`config.mk`:
```
export PLATFORM = sky130hd
export DESIGN_NAME = telnet_option_negotiator_core_flat
export DESIGN_NICKNAME = d
export VERILOG_FILES = /design/src/hw/rtl/tor_pkg.sv /design/src/hw/rtl/tor_in_if.sv /design/src/hw/rtl/tor_out_if.sv /design/src/hw/rtl/tor_ctrl.sv /design/src/hw/rtl/tor_dp.sv /design/src/hw/rtl/telnet_option_negotiator_core.sv /design/src/flat_wrapper.sv
export SDC_FILE = /design/constraint.sdc
export NUM_CORES = 1
export LEC_CHECK = 0
export ABC_AREA = 1
export BUFFER_PORTS_ARGS = -buffer_cell sky130_fd_sc_hd__buf_2
export CAP_MARGIN = 10
export CORE_MARGIN = 3
export CORE_UTILIZATION = 45
export CTS_CLUSTER_DIAMETER = 200
export CTS_CLUSTER_SIZE = 40
export DETAILED_ROUTE_END_ITERATION = 10
export HOLD_SLACK_MARGIN = 0.03
export PLACE_DENSITY = 0.66
export SLEW_MARGIN = 20
export SYNTH_ARGS = -nofsm -noshare
export SYNTH_HDL_FRONTEND = slang
export SYNTH_SLANG_ARGS = --single-unit
```
`constraint.sdc`:
```
create_clock -name clk_i -period 2.64 [get_ports clk_i]
set_input_delay 0.264 -clock clk_i [delete_from_list [all_inputs] [get_ports clk_i]]
set_output_delay 0.264 -clock clk_i [all_outputs]
set_load 0.05 [all_outputs]
```
`src/hw/rtl/tor_pkg.sv`:
```
// Types, codes and lookup functions shared by the Telnet option negotiator.
package tor_pkg;

  localparam int NumEntries = 5;
  localparam int NumSides   = 8;

  typedef enum logic [1:0] {
    CMD_WILL = 2'd0,
    CMD_WONT = 2'd1,
    CMD_DO   = 2'd2,
    CMD_DONT = 2'd3
  } cmd_e;

  localparam logic [1:0] OP_RECEIVE       = 2'd0;
  localparam logic [1:0] OP_REQUEST       = 2'd1;
  localparam logic [1:0] OP_SESSION_RESET = 2'd2;

  localparam logic [2:0] REQ_MUST_NOT   = 3'd0;
  localparam logic [2:0] REQ_BETTER_NOT = 3'd1;
  localparam logic [2:0] REQ_NEUTRAL    = 3'd2;
  localparam logic [2:0] REQ_BETTER     = 3'd3;
  localparam logic [2:0] REQ_MUST       = 3'd4;

  localparam logic [7:0] OPT_BINARY = 8'd0;
  localparam logic [7:0] OPT_ECHO   = 8'd1;
  localparam logic [7:0] OPT_SGA    = 8'd3;
  localparam logic [7:0] OPT_TTYPE  = 8'd24;

  localparam logic [2:0] CFG_BINARY_LOCAL  = 3'd0;
  localparam logic [2:0] CFG_BINARY_REMOTE = 3'd1;
  localparam logic [2:0] CFG_ECHO_REMOTE   = 3'd2;
  localparam logic [2:0] CFG_SGA_REMOTE    = 3'd3;
  localparam logic [2:0] CFG_TTYPE_LOCAL   = 3'd4;

  localparam logic [2:0] ENTRY_DEFAULT = 3'd4;

  typedef enum logic [2:0] {
    ST_IDLE = 3'b001,
    ST_EXEC = 3'b010,
    ST_WALK = 3'b100
  } state_e;

  // Commands from the controller to the datapath.
  typedef struct packed {
    logic       capture;
    logic       exec;
    logic       emit;
    logic       emit_empty;
    logic       last;
    logic [2:0] side;
  } tor_cmd_t;

  // Status from the datapath to the controller.
  typedef struct packed {
    logic       is_request;
    logic       out_free;
    logic [7:0] need;
  } tor_status_t;

  typedef struct packed {
    logic       send_valid;
    logic [1:0] send_command;
    logic [7:0] send_option;
    logic       refused;
    logic       binary_send;
    logic       binary_receive;
    logic       sga_enabled;
    logic       requests_sent;
    logic       last;
  } tor_result_t;

  function automatic logic [2:0] entry_of(input logic [7:0] opt);
    logic [2:0] e;
    unique case (opt)
      OPT_BINARY: e = 3'd0;
      OPT_ECHO:   e = 3'd1;
      OPT_SGA:    e = 3'd2;
      OPT_TTYPE:  e = 3'd3;
      default:    e = ENTRY_DEFAULT;
    endcase
    return e;
  endfunction

  function automatic logic [7:0] option_of(input logic [1:0] e);
    logic [7:0] opt;
    unique case (e)
      2'd0:    opt = OPT_BINARY;
      2'd1:    opt = OPT_ECHO;
      2'd2:    opt = OPT_SGA;
      default: opt = OPT_TTYPE;
    endcase
    return opt;
  endfunction

endpackage

```
`src/hw/rtl/tor_in_if.sv`:
```
// Input channel of the option negotiator: operation, command and option number.
interface tor_in_if;
  logic       valid;
  logic       ready;
  logic [1:0] operation;
  logic [1:0] command;
  logic [7:0] option_code;

  modport source (output valid, output operation, output command, output option_code,
                  input ready);
  modport sink (input valid, input operation, input command, input option_code,
                output ready);
endinterface

```
`src/hw/rtl/tor_out_if.sv`:
```
// Result channel of the option negotiator: command to send plus status.
interface tor_out_if;
  logic       valid;
  logic       ready;
  logic       send_valid;
  logic [1:0] send_command;
  logic [7:0] send_option;
  logic       refused;
  logic       binary_send;
  logic       binary_receive;
  logic       sga_enabled;
  logic       requests_sent;
  logic       last;

  modport source (output valid, output send_valid, output send_command,
                  output send_option, output refused, output binary_send,
                  output binary_receive, output sga_enabled, output requests_sent,
                  output last, input ready);
  modport sink (input valid, input send_valid, input send_command,
                input send_option, input refused, input binary_send,
                input binary_receive, input sga_enabled, input requests_sent,
                input last, output ready);
endinterface

```
`src/hw/rtl/tor_ctrl.sv`:
```
// Controller of the option negotiator: sequences item capture, execution and the request walk.
module tor_ctrl
  import tor_pkg::*;
(
  input  logic        clk_i,
  input  logic        rst_ni,
  input  logic        in_valid_i,
  output logic        in_ready_o,
  input  tor_status_t status_i,
  output tor_cmd_t    cmd_o
);

  state_e     state_q, state_d;
  logic [2:0] side_q, side_d;
  logic       later_need;

  // Any option side after the current one that still needs a request.
  always_comb begin
    later_need = 1'b0;
    for (int i = 0; i < NumSides; i++) begin
      if ((3'(i) > side_q) && status_i.need[i]) begin
        later_need = 1'b1;
      end
    end
  end

  always_comb begin
    state_d    = state_q;
    side_d     = side_q;
    in_ready_o = 1'b0;
    cmd_o      = '0;
    cmd_o.side = side_q;
    unique case (state_q)
      ST_IDLE: begin
        in_ready_o = 1'b1;
        if (in_valid_i) begin
          cmd_o.capture = 1'b1;
          state_d       = ST_EXEC;
        end
      end
      ST_EXEC: begin
        if (status_i.is_request) begin
          side_d  = '0;
          state_d = ST_WALK;
        end else if (status_i.out_free) begin
          cmd_o.exec = 1'b1;
          state_d    = ST_IDLE;
        end
      end
      ST_WALK: begin
        if (status_i.need[side_q]) begin
          if (status_i.out_free) begin
            cmd_o.emit = 1'b1;
            cmd_o.last = !later_need;
            side_d     = side_q + 3'd1;
            if (!later_need) begin
              state_d = ST_IDLE;
            end
          end
        end else if (side_q == 3'(NumSides - 1)) begin
          // A walk that found nothing to request still answers with one result.
          if (status_i.need == '0) begin
            if (status_i.out_free) begin
              cmd_o.emit_empty = 1'b1;
              cmd_o.last       = 1'b1;
              state_d          = ST_IDLE;
            end
          end else begin
            state_d = ST_IDLE;
          end
        end else begin
          side_d = side_q + 3'd1;
        end
      end
      default: state_d = ST_IDLE;
    endcase
  end

  always_ff @(posedge clk_i or negedge rst_ni) begin
    if (!rst_ni) begin
      state_q <= ST_IDLE;
      side_q  <= '0;
    end else begin
      state_q <= state_d;
      side_q  <= side_d;
    end
  end

endmodule

```
`src/hw/rtl/tor_dp.sv`:
```
// Datapath of the option negotiator: requirement registers, option state and result register.
module tor_dp
  import tor_pkg::*;
(
  input  logic        clk_i,
  input  logic        rst_ni,
  input  logic        cfg_we_i,
  input  logic [2:0]  cfg_addr_i,
  input  logic [2:0]  cfg_wdata_i,
  input  logic [1:0]  operation_i,
  input  logic [1:0]  command_i,
  input  logic [7:0]  option_code_i,
  input  tor_cmd_t    cmd_i,
  output tor_status_t status_o,
  output logic        out_valid_o,
  input  logic        out_ready_i,
  output tor_result_t result_o
);

  logic [2:0] bin_loc_req_q, bin_rem_req_q, echo_rem_req_q, sga_rem_req_q, ttype_loc_req_q;
  logic [NumEntries-1:0] loc_en_q, loc_en_d, loc_pd_q, loc_pd_d;
  logic [NumEntries-1:0] rem_en_q, rem_en_d, rem_pd_q, rem_pd_d;
  logic        sent_q, sent_d;
  logic [1:0]  op_q, cmd_q;
  logic [7:0]  opt_q;
  logic        out_valid_q, out_valid_d;
  tor_result_t res_q, res_d;

  logic [2:0]  loc_req [NumEntries];
  logic [2:0]  rem_req [NumEntries];
  logic [7:0]  need;

  // Received-command evaluation.
  logic [2:0]  rx_entry, rx_req, must_neg, better_neg;
  logic        rx_remote, rx_want, rx_en, rx_pd;
  logic        rx_en_new, rx_pd_new, rx_valid, rx_refused;
  logic [1:0]  rx_pos, rx_neg, rx_cmd;

  // Request walk evaluation.
  logic [2:0]  walk_entry;
  logic        walk_remote, walk_en;
  logic [1:0]  walk_cmd;

  logic        load;

  always_comb begin
    loc_req[0] = bin_loc_req_q;
    loc_req[1] = REQ_MUST_NOT;
    loc_req[2] = REQ_BETTER;
    loc_req[3] = ttype_loc_req_q;
    loc_req[4] = REQ_MUST_NOT;
    rem_req[0] = bin_rem_req_q;
    rem_req[1] = echo_rem_req_q;
    rem_req[2] = sga_rem_req_q;
    rem_req[3] = REQ_MUST_NOT;
    rem_req[4] = REQ_MUST_NOT;
  end

  // The default entry for unknown option codes has no side and so never asks for anything.
  always_comb begin
    for (int e = 0; e < NumEntries - 1; e++) begin
      need[2*e]   = (((loc_req[e] == REQ_MUST_NOT) || (loc_req[e] == REQ_BETTER_NOT))
                     && loc_en_q[e])
                 || (((loc_req[e] == REQ_BETTER) || (loc_req[e] == REQ_MUST))
                     && !loc_en_q[e]);
      need[2*e+1] = (((rem_req[e] == REQ_MUST_NOT) || (rem_req[e] == REQ_BETTER_NOT))
                     && rem_en_q[e])
                 || (((rem_req[e] == REQ_BETTER) || (rem_req[e] == REQ_MUST))
                     && !rem_en_q[e]);
    end
  end

  always_comb begin
    rx_entry   = entry_of(opt_q);
    rx_remote  = (cmd_q == CMD_WILL) || (cmd_q == CMD_WONT);
    rx_want    = (cmd_q == CMD_WILL) || (cmd_q == CMD_DO);
    rx_req     = rx_remote ? rem_req[rx_entry] : loc_req[rx_entry];
    rx_en      = rx_remote ? rem_en_q[rx_entry] : loc_en_q[rx_entry];
    rx_pd      = rx_remote ? rem_pd_q[rx_entry] : loc_pd_q[rx_entry];
    must_neg   = rx_want ? REQ_MUST_NOT : REQ_MUST;
    better_neg = rx_want ? REQ_BETTER_NOT : REQ_BETTER;
    unique case (cmd_q)
      CMD_WILL: begin rx_pos = CMD_DO;   rx_neg = CMD_DONT; end
      CMD_WONT: begin rx_pos = CMD_DONT; rx_neg = CMD_DO;   end
      CMD_DO:   begin rx_pos = CMD_WILL; rx_neg = CMD_WONT; end
      default:  begin rx_pos = CMD_WONT; rx_neg = CMD_WILL; end
    endcase
    rx_en_new  = rx_en;
    rx_pd_new  = rx_pd;
    rx_valid   = 1'b0;
    rx_refused = 1'b0;
    rx_cmd     = '0;
    if ((rx_req == must_neg) || (rx_req == better_neg)) begin
      if (rx_pd) begin
        rx_pd_new = 1'b0;
        if (rx_req == must_neg) begin
          rx_refused = 1'b1;
        end else if (rx_en != rx_want) begin
          rx_en_new = rx_want;
          rx_valid  = 1'b1;
          rx_cmd    = rx_pos;
        end
      end else begin
        rx_valid = 1'b1;
        rx_cmd   = rx_neg;
      end
    end else begin
      if (rx_pd) begin
        rx_pd_new = 1'b0;
      end else if (rx_en != rx_want) begin
        rx_valid = 1'b1;
        rx_cmd   = rx_pos;
      end
      rx_en_new = rx_want;
    end
  end

  always_comb begin
    walk_entry  = {1'b0, cmd_i.side[2:1]};
    walk_remote = cmd_i.side[0];
    walk_en     = walk_remote ? rem_en_q[walk_entry] : loc_en_q[walk_entry];
    if (walk_remote) begin
      walk_cmd = walk_en ? CMD_DONT : CMD_DO;
    end else begin
      walk_cmd = walk_en ? CMD_WONT : CMD_WILL;
    end
  end

  // Next state of the option table and the result to load.
  always_comb begin
    loc_en_d = loc_en_q;
    loc_pd_d = loc_pd_q;
    rem_en_d = rem_en_q;
    rem_pd_d = rem_pd_q;
    sent_d   = sent_q;
    res_d    = '0;
    load     = 1'b0;

    if (cmd_i.capture && (operation_i == OP_REQUEST)) begin
      sent_d = 1'b1;
    end

    if (cmd_i.exec) begin
      load = 1'b1;
      unique case (op_q)
        OP_RECEIVE: begin
          if (rx_remote) begin
            rem_en_d[rx_entry] = rx_en_new;
            rem_pd_d[rx_entry] = rx_pd_new;
          end else begin
            loc_en_d[rx_entry] = rx_en_new;
            loc_pd_d[rx_entry] = rx_pd_new;
          end
          res_d.send_valid   = rx_valid;
          res_d.send_command = rx_cmd;
          res_d.send_option  = rx_valid ? opt_q : 8'd0;
          res_d.refused      = rx_refused;
        end
        OP_SESSION_RESET: begin
          loc_en_d = '0;
          loc_pd_d = '0;
          rem_en_d = '0;
          rem_pd_d = '0;
          sent_d   = 1'b0;
        end
        default: ;
      endcase
    end

    if (cmd_i.emit) begin
      load = 1'b1;
      if (walk_remote) begin
        rem_pd_d[walk_entry] = 1'b1;
      end else begin
        loc_pd_d[walk_entry] = 1'b1;
      end
      res_d.send_valid   = 1'b1;
      res_d.send_command = walk_cmd;
      res_d.send_option  = option_of(cmd_i.side[2:1]);
    end

    if (cmd_i.emit_empty) begin
      load = 1'b1;
    end

    res_d.last           = cmd_i.exec || cmd_i.last;
    res_d.binary_send    = loc_en_d[0];
    res_d.binary_receive = rem_en_d[0];
    res_d.sga_enabled    = rem_en_d[2];
    res_d.requests_sent  = sent_d;
  end

  always_comb begin
    if (load) begin
      out_valid_d = 1'b1;
    end else if (out_ready_i) begin
      out_valid_d = 1'b0;
    end else begin
      out_valid_d = out_valid_q;
    end
  end

  always_ff @(posedge clk_i or negedge rst_ni) begin
    if (!rst_ni) begin
      bin_loc_req_q   <= REQ_BETTER;
      bin_rem_req_q   <= REQ_BETTER;
      echo_rem_req_q  <= REQ_BETTER;
      sga_rem_req_q   <= REQ_MUST;
      ttype_loc_req_q <= REQ_NEUTRAL;
      loc_en_q        <= '0;
      loc_pd_q        <= '0;
      rem_en_q        <= '0;
      rem_pd_q        <= '0;
      sent_q          <= 1'b0;
      out_valid_q     <= 1'b0;
    end else begin
      if (cfg_we_i) begin
        unique case (cfg_addr_i)
          CFG_BINARY_LOCAL:  bin_loc_req_q   <= cfg_wdata_i;
          CFG_BINARY_REMOTE: bin_rem_req_q   <= cfg_wdata_i;
          CFG_ECHO_REMOTE:   echo_rem_req_q  <= cfg_wdata_i;
          CFG_SGA_REMOTE:    sga_rem_req_q   <= cfg_wdata_i;
          CFG_TTYPE_LOCAL:   ttype_loc_req_q <= cfg_wdata_i;
          default: ;
        endcase
      end
      loc_en_q    <= loc_en_d;
      loc_pd_q    <= loc_pd_d;
      rem_en_q    <= rem_en_d;
      rem_pd_q    <= rem_pd_d;
      sent_q      <= sent_d;
      out_valid_q <= out_valid_d;
    end
  end

  always_ff @(posedge clk_i) begin
    if (cmd_i.capture) begin
      op_q  <= operation_i;
      cmd_q <= command_i;
      opt_q <= option_code_i;
    end
    if (load) begin
      res_q <= res_d;
    end
  end

  assign status_o.is_request = (op_q == OP_REQUEST);
  assign status_o.out_free   = !out_valid_q || out_ready_i;
  assign status_o.need       = need;
  assign out_valid_o         = out_valid_q;
  assign result_o            = res_q;

endmodule

```
`src/hw/rtl/telnet_option_negotiator_core.sv`:
```
// Top level of the Telnet option negotiator: controller, datapath and channel wiring.
//
// Items enter on in_i: a received WILL/WONT/DO/DONT, a send-requests or a session
// reset. Each transfer on in_i gives one or more transfers on out_o, the final
// one marked by last. A received command or a session reset is captured into the
// item registers, executed in the EXEC state once the result register is free,
// and its result is registered. Send-requests walks the eight option sides
// (local, then remote, for binary, echo, suppress-go-ahead and terminal type) one
// per cycle, waiting at a side that needs a request while the result register is
// held, and emits a result for each side that disagrees with its requirement; the
// walk stops after the last such side. With nothing to request it yields a single
// empty result. The walk is the rate-setting loop: one item is worked on at a time
// and in_i is ready only while the controller is idle.
// Requirements are written on the cfg port and take effect at once; write them
// only while the block is idle. Reset restores the default requirements and
// clears all option state. A stalled receiver holds the result register and the
// walk or execution waits on it; no result is dropped.
module telnet_option_negotiator_core
  import tor_pkg::*;
(
  input  logic       clk_i,
  input  logic       rst_ni,
  input  logic       cfg_we_i,
  input  logic [2:0] cfg_addr_i,
  input  logic [2:0] cfg_wdata_i,
  tor_in_if.sink     in_i,
  tor_out_if.source  out_o
);

  tor_cmd_t    cmd;
  tor_status_t status;
  tor_result_t result;

  tor_ctrl u_ctrl (
    .clk_i      (clk_i),
    .rst_ni     (rst_ni),
    .in_valid_i (in_i.valid),
    .in_ready_o (in_i.ready),
    .status_i   (status),
    .cmd_o      (cmd)
  );

  tor_dp u_dp (
    .clk_i         (clk_i),
    .rst_ni        (rst_ni),
    .cfg_we_i      (cfg_we_i),
    .cfg_addr_i    (cfg_addr_i),
    .cfg_wdata_i   (cfg_wdata_i),
    .operation_i   (in_i.operation),
    .command_i     (in_i.command),
    .option_code_i (in_i.option_code),
    .cmd_i         (cmd),
    .status_o      (status),
    .out_valid_o   (out_o.valid),
    .out_ready_i   (out_o.ready),
    .result_o      (result)
  );

  assign out_o.send_valid     = result.send_valid;
  assign out_o.send_command   = result.send_command;
  assign out_o.send_option    = result.send_option;
  assign out_o.refused        = result.refused;
  assign out_o.binary_send    = result.binary_send;
  assign out_o.binary_receive = result.binary_receive;
  assign out_o.sga_enabled    = result.sga_enabled;
  assign out_o.requests_sent  = result.requests_sent;
  assign out_o.last           = result.last;

endmodule
```
`src/flat_wrapper.sv`:
```
// flat-port wrapper written by rule: the top's interface ports become plain ports
module telnet_option_negotiator_core_flat import tor_pkg::*;
  (clk_i, rst_ni, cfg_we_i, cfg_addr_i, cfg_wdata_i, in_i_valid, in_i_operation, in_i_command, in_i_option_code, in_i_ready, out_o_valid, out_o_send_valid, out_o_send_command, out_o_send_option, out_o_refused, out_o_binary_send, out_o_binary_receive, out_o_sga_enabled, out_o_requests_sent, out_o_last, out_o_ready);
  tor_in_if in_i_i ();
  tor_out_if out_o_i ();
  input  logic clk_i;
  input  logic rst_ni;
  input  logic cfg_we_i;
  input  logic [2:0] cfg_addr_i;
  input  logic [2:0] cfg_wdata_i;
  input wire logic [$bits(in_i_i.valid)-1:0] in_i_valid;
  input wire logic [$bits(in_i_i.operation)-1:0] in_i_operation;
  input wire logic [$bits(in_i_i.command)-1:0] in_i_command;
  input wire logic [$bits(in_i_i.option_code)-1:0] in_i_option_code;
  output wire logic [$bits(in_i_i.ready)-1:0] in_i_ready;
  output wire logic [$bits(out_o_i.valid)-1:0] out_o_valid;
  output wire logic [$bits(out_o_i.send_valid)-1:0] out_o_send_valid;
  output wire logic [$bits(out_o_i.send_command)-1:0] out_o_send_command;
  output wire logic [$bits(out_o_i.send_option)-1:0] out_o_send_option;
  output wire logic [$bits(out_o_i.refused)-1:0] out_o_refused;
  output wire logic [$bits(out_o_i.binary_send)-1:0] out_o_binary_send;
  output wire logic [$bits(out_o_i.binary_receive)-1:0] out_o_binary_receive;
  output wire logic [$bits(out_o_i.sga_enabled)-1:0] out_o_sga_enabled;
  output wire logic [$bits(out_o_i.requests_sent)-1:0] out_o_requests_sent;
  output wire logic [$bits(out_o_i.last)-1:0] out_o_last;
  input wire logic [$bits(out_o_i.ready)-1:0] out_o_ready;
  assign in_i_i.valid = in_i_valid;
  assign in_i_i.operation = in_i_operation;
  assign in_i_i.command = in_i_command;
  assign in_i_i.option_code = in_i_option_code;
  assign in_i_ready = in_i_i.ready;
  assign out_o_valid = out_o_i.valid;
  assign out_o_send_valid = out_o_i.send_valid;
  assign out_o_send_command = out_o_i.send_command;
  assign out_o_send_option = out_o_i.send_option;
  assign out_o_refused = out_o_i.refused;
  assign out_o_binary_send = out_o_i.binary_send;
  assign out_o_binary_receive = out_o_i.binary_receive;
  assign out_o_sga_enabled = out_o_i.sga_enabled;
  assign out_o_requests_sent = out_o_i.requests_sent;
  assign out_o_last = out_o_i.last;
  assign out_o_i.ready = out_o_ready;
  telnet_option_negotiator_core u_core (.clk_i(clk_i), .rst_ni(rst_ni), .cfg_we_i(cfg_we_i), .cfg_addr_i(cfg_addr_i), .cfg_wdata_i(cfg_wdata_i), .in_i(in_i_i), .out_o(out_o_i));
endmodule
```
== Yosys cells after proc, flatten, opt, wreduce, memory -nomap -nowiden ==
Index checks and enable logic that the tools add are counted.

* Flip-flop bits (word level): 72
* Output and inout bits: 19
* Word-level logic and storage cells: 285

* $lt $le $gt $ge: 14
* Add/sub/neg operators: 1
* Multiplexer cells: 120
* Bitwise gates (word level): 6
* Reductions and logical operators: 73
* Equality and inequality tests: 44

{| class="wikitable"
|+ Operator list
! operator !! count
|-
| two-way mux 3 bit || 20
|-
| two-way mux 1 bit || 53
|-
| two-way mux 5 bit || 10
|-
| case mux 5 bit (2 select lines) || 4
|-
| == test 3 x 2 -> 1 bit (second input constant) || 8
|-
| == test 3 bit (second input constant) || 8
|-
| two-way mux 12 bit || 2
|-
| == test 3 x 1 -> 1 bit (second input constant) || 7
|-
| logical AND 1 bit || 21
|-
| logical OR 1 bit || 20
|-
| two-way mux 2 bit || 10
|-
| binary-select mux 3 bit (select 3 bit) || 2
|-
| zero test 3 bit || 6
|-
| zero test 8 bit || 2
|-
| binary-select mux 1 bit (select 3 bit) || 5
|-
| case mux 5 bit (3 select lines) || 1
|-
| greater-than comparator 3 bit (first input constant) || 4
|-
| case mux 2 bit (3 select lines) || 2
|-
| case mux 3 bit (4 select lines) || 1
|-
| AND reduction 4 bit || 3
|-
| AND 5 bit || 2
|-
| bitwise mux 5 bit || 2
|-
| two-way mux 10 bit || 1
|-
| bitwise OR 5 x 4 -> 5 bit || 2
|-
| other kinds (33) || 62
|}

== Longest topological paths before layout ==
* Word-level depth: 20
* Depth in mapped cells: 18
* Depth with buffers taken out: 18

== Modules after synthesis ==
Synthesis repeated with hierarchy kept, for this count alone.

* Cells, all modules: 586
* Area total of the unflattened synthesis: 4,564.4 sq um

{| class="wikitable"
|+ By module, submodules not included
! module !! area each (sq um) !! seq. area each (sq um) !! instances !! cells an instance
|-
| tor_dp || 3,801.1 || 1,806.7 || 1 || 464
|-
| tor_ctrl || 763.2 || 151.4 || 1 || 122
|}

== Worst setup path after synthesis ==
No wires, ideal clock.

* Kind: register -> register
* From: reg u_core.u_ctrl.state_q[0]
* To: reg u_core.u_dp.cmd_q[0], enable pin
* Arrival time: 2.547 ns
* Setup time: 0.380 ns
* Buffers on the path: 0
* Setup slack: -0.288 ns
* Stages on the path, launching flop included: 5
* Period minus slack after synthesis: 2.928 ns
* Cells stage by stage: dfstp_2 -> inv_1 -> nor3_1 -> inv_1 -> nor2_1

{| class="wikitable"
|+ RTL lines
! element !! line !! source
|-
| from (decl) || tor_ctrl.sv:13 || <nowiki>state_e state_q, state_d;</nowiki>
|-
| from (signal assigned) || tor_ctrl.sv:84 || <nowiki>state_q <= state_d;</nowiki>
|-
| to (signal assigned) || tor_dp.sv:239 || <nowiki>cmd_q <= command_i;</nowiki>
|-
| to (decl) || tor_dp.sv:24 || <nowiki>logic [1:0] op_q, cmd_q;</nowiki>
|}

== Final worst setup path ==
* From: reg u_core.u_dp.opt_q[2]
* To: reg u_core.u_dp.res_q, in the netlist u_core.u_dp.result_o[2] (data pin)

* Cells in the longest elaborated chain, start to end: 15
* Elaborated cells between the ends (all ways): 40
* Those cells by class: order compare (2); eq/ne (6); mux (28); bitwise (1); reduce/logical (3)

{| class="wikitable"
|+ Ends and longest elaborated chain
! element !! line !! source
|-
| from (decl) || tor_dp.sv:25 || <nowiki>logic [7:0] opt_q;</nowiki>
|-
| from (signal assigned) || tor_dp.sv:240 || <nowiki>opt_q <= option_code_i;</nowiki>
|-
| == test 8 x 5 -> 1 bit (tied with other cells) || tor_pkg.sv:74 || <nowiki>unique case (opt)</nowiki>
|-
| case mux 3 bit (4 select lines) (*) || tor_pkg.sv:74 ||
|-
| NOT 3 -> 4 bit (not written as such) || tor_dp.sv:77 || <nowiki>rx_req = rx_remote ? rem_req[rx_entry] : loc_req[rx_entry];</nowiki>
|-
| binary-select mux 3 bit (select 3 bit) || tor_dp.sv:77 ||
|-
| two-way mux 3 bit (not written as such) (2 in series) || tor_dp.sv:77 ||
|-
| two-way mux 3 bit || tor_dp.sv:77 ||
|-
| == test 3 bit || tor_dp.sv:93, tor_dp.sv:96 ||
|-
| two-way mux 1 bit || tor_dp.sv:96 || <nowiki>if (rx_req == must_neg) begin</nowiki>
|-
| two-way mux 1 bit || tor_dp.sv:94 || <nowiki>if (rx_pd) begin</nowiki>
|-
| two-way mux 1 bit || tor_dp.sv:93 || <nowiki>if ((rx_req == must_neg) || (rx_req == better_neg)) begin</nowiki>
|-
| bitwise mux 5 bit (*) || tor_dp.sv:148 || <nowiki>rem_en_d[rx_entry] = rx_en_new;</nowiki>
|-
| two-way mux 5 bit (*) || tor_dp.sv:147 || <nowiki>if (rx_remote) begin</nowiki>
|-
| case mux 5 bit (2 select lines) (*) || tor_dp.sv:145 || <nowiki>unique case (op_q)</nowiki>
|-
| two-way mux 3 bit (*) || tor_dp.sv:143 || <nowiki>if (cmd_i.exec) begin</nowiki>
|-
| named net u_core.u_dp.rem_en_d[2] || tor_dp.sv:22 || <nowiki>logic [NumEntries-1:0] rem_en_q, rem_en_d, rem_pd_q, rem_pd_d;</nowiki>
|-
| to (signal assigned) || tor_dp.sv:243 || <nowiki>res_q <= res_d;</nowiki>
|-
| to (decl) || tor_dp.sv:27 || <nowiki>tor_result_t res_q, res_d;</nowiki>
|}

Mark *: on every way through the listed nets, which the timed path passes. The rest lies on a longest branch. The select of a mux whose other input is x is not followed.
A chain may end at the register's enable or synchronous reset.

==> metrics.md <==
| Metric | Value |
|---|---|
| Post-synth net total | `568` |
| CP max FO | `6` |
| Post-Synth Adder-Cell Area | `2.33%` |
| Die area | `10800 sq um` |
| Die height | `104 um` |
| Clock buffer depth | `2` |
| Slew Viols, Final | `0` |
| Std cell rows | `35` |
| Hold_ws | `78.6 ps` |
| Die width | `104 um` |
| XOR/XNOR Fraction of Synth Area | `0%` |
| Filler cells | `863` |
| #FFs+latches synth | `72` |
| Post-synth EDFFs | `29` |
| Design Power | `0.00408 W` |
| Clk slew on worst S/H paths | `90 ps` |
| Worst skew pair latency | `360 ps` |
| Area growth, synth to finish | `19.9%` |
| Fraction of power spent switching nets | `43.3%` |
| Nets | `647` |
| Routed WL | `11900 um` |
| CTS tree | `yes` |
| Min-Delay Path Class | `in -> reg` |
| Ys async rst share | `59.7%` |
| Total gr overflow | `0` |
| Final worst-path cycle share | `93.8%` |
| Core area | `9240 sq um` |
| Cell count after synthesis | `537` |
| H-tree depth | `3` |
| Synth Cell Area | `4290 sq um` |
| Vias per cell | `5.20` |
| Crit start category | `register` |
| Top_reg_cell synth | `dfrtp_1` |
| Sequential share of power | `41.0%` |
| Placer Congestion | `0.942` |
| Power Density | `791 nW/um^2` |
| Routed via count | `3902` |
| Synth warn | `0` |
| CP Data Required Time | `2740 ps` |
| Status | `finished, final reports clean` |
| Relative slew margins | `54.6%` |
| Max-cap violations | `0` |
| Dpl cells | `718` |
| Compound-Gate Fraction of Synth Area | `13.3%` |
| Largest net degree at the start of global routing | `44` |
| Clk_skew | `10.8 ps` |
| Commonest non-fill, non-tap cells in the layout | `nand2_1 (122), inv_1 (65), nor2_1 (46)` |
| Psw | `0.00177 W` |
| Non-Filler Instances | `750` |
| R2r setup slk | `160 ps` |
| Diode count | `0` |
| Combinational Power Share | `38.2%` |
| First-pass GRT wire length | `19600 um` |
| Critical setup path kind | `reg -> reg` |
| Final hold vios | `0` |
| Post-synthesis mux area share | `0%` |
| Gr usage total | `22.9%` |
| Worst-path cell chain | `nor2_2 -> nand4_1 -> buf_4 -> buf_4 -> or2_2 -> nand3_1 -> nand2_1 -> nand2_2 -> nand3_2 -> nand3_4 -> nand2_2 -> o21ai_1 -> o21ai_1` |
| Main combinational cell family by area after synthesis | `simple AND/OR/NAND/NOR gates` |
| Post-synth top area share | `20.3%` |
| Yosys cell types | `41` |
| Worst slew pin tran | `676 ps` |
| Crit path buffers/inverters | `2` |
| Commonest non-fill, non-tap cell in the layout | `nand2_1` |
| Simple-gate share of the synthesized area | `31.9%` |
| F_max | `404 MHz` |
| Clk pwr share | `20.8%` |
| Static Leak | `2.42 nW` |
| Initial cell density of the core | `46.5%` |
| Root Driver | `clkbuf_8` |
| Routed Antenna Nets | `0` |
| Final Util | `55.7%` |
| Routed len/inst | `15.9 um` |
| Final setup viols | `0` |
| Pint | `0.00231 W` |
| Initial antenna violation count | `0` |
| Sequential area share after synthesis | `45.6%` |
| CP Data Arrival Time | `2580 ps` |
| Area leader, netlist | `edfxtp_1` |
| 1st-iter DRT viols | `275` |
| Layout cells sized above 1 | `23.8%` |
| DRC | `0` |
| Vias in the first global route | `3791` |
| # IOs | `42` |
| Min Clock Period, post-route | `2480 ps` |
| Top Family by Delay on Critical Path | `simple AND/OR/NAND/NOR gates` |
| Final HPWL DP | `9100 um` |
| Top cells by area, synth | `edfxtp_1 (20%), dfrtp_1 (20%), nand2_1 (11%), inv_1 (5.7%), dfstp_2 (5.5%)` |
| CTS Sinks | `72` |
| 1st-pass router iterations | `5` |
| CP Capture Type | `register` |
| Synth Area per Inst | `8.00 sq um` |
| IO buf count | `41` |
| Worst vdd ir | `383 uV` |
| Slowest CP cell | `edfxtp_1` |
| Total CTS buffers | `9` |
| Worst path max stage delay | `470 ps` |
## cell type report
| type | instances | area, sq um | area share [%] |
|---|---|---|---|
| inverter | 71 | 267 | 5.17 |
| sequential | 72 | 1960 | 38.0 |
| clock inverter | 7 | 63.8 | 1.24 |
| timing repair buffer | 72 | 465 | 9.04 |
| clock buffer | 9 | 124 | 2.41 |
| multi-input combinational | 390 | 2110 | 41.0 |
| tap | 129 | 161 | 3.13 |
## metrics by stage
step | area, sq um | setup TNS [ps] | worst slack [ps]
after floorplan | 4300 | 0 | 171
after global placement | 4770 | 0 | 67.5
after detailed placement | 4770 | 0 | 27.3
after CTS | 4950 | 0 | 30.4
after global routing | 5150 | -5.49 | -2.82
final | 5150 | 0 | 165
## registers in the layout (all words and copies together) (netlist names), 5 cells and up
signal                cells
u_core.u_dp.opt_q         8
u_core.u_dp.loc_en_q      5
u_core.u_dp.loc_pd_q      5
u_core.u_dp.rem_en_q      5
u_core.u_dp.rem_pd_q      5
u_core.u_dp.result_o     17
## path summary, 6_finish.rpt
kind / endpoint / start / cells after the start
setup / recovery: u_core.u_dp.result_o[2] / u_core.u_dp.opt_q[2] / 13
hold / removal: u_core.u_dp.opt_q[6] / in_i_option_code[6] / 1
setup reg to reg: u_core.u_dp.result_o[2] / u_core.u_dp.opt_q[2] / 13
hold reg to reg: u_core.u_dp.echo_rem_req_q[0] / u_core.u_dp.echo_rem_req_q[0] / 2
max in group asynchronous: u_core.u_dp.bin_loc_req_q[0] / rst_ni / 3
min in group asynchronous: u_core.u_dp.rem_pd_q[0] / rst_ni / 2
## routing by layer
| layer | vias up | wire, um | global-route usage (%) |
|---|---|---|---|
| met2 | 112 | 5550 | 37.1 |
| met4 | 0 | 327 | 7.41 |
| met1 | 1815 | 5400 | 31.1 |
| met3 | 26 | 611 | 4.42 |
| li1 | 1949 | - | - |
| met5 | - | 0 | 0 |
## what timing repair did
action,4_1_cts,5_1_grt
setup endpoints to repair,0,41
endpoints found under the hold margin,0,13
hold buffers,0,1
buffers inserted,0,14
resized for setup,0,15
## kinds of logic (layout without fill, tap and decap cells)
family          after synthesis  in the layout
flops                        72             72
simple gates                276            276
buf+inv                      75            159
compound gates              106            106
fa+ha+maj                     8              8
## power by group through the flow
stage	clock [W]	sequential [W]	combinational (W)
6_report	0.000849	0.00167	0.00156
4_1_cts	0.000866	0.00167	0.00152
3_5_place_dp	0	0.00168	0.00151
3_3_place_gp	0	0.00168	0.00149
2_1_floorplan	0	0.00181	0.000901
5_1_grt	0.000915	0.00170	0.00174
## worst register-to-register path: cells and delay by family (launching register included)
family          cells  cell delay [ps]
simple gates        9             1190
flops               1              470
buf+inv             2              320
compound gates      2              240
## synthesized netlist by cell type, types with 3 or more instances
library cell  count
nand2_1         123
inv_1            65
nor2_1           51
o21ai_0          43
dfrtp_1          34
nand3_1          34
a21oi_1          29
edfxtp_1         29
o21ai_1          15
nand4_1          12
nand2_2          10
nor2_2           10
dfstp_2           9
ha_1              8
o211ai_1          6
nor3_1            5
o31ai_1           5
nand2_4           4
nand3_2           4
clkinv_1          3
inv_2             3
nand3b_1          3
nor2_8            3
or2_2             3
(Power assumes the default switching activity.)
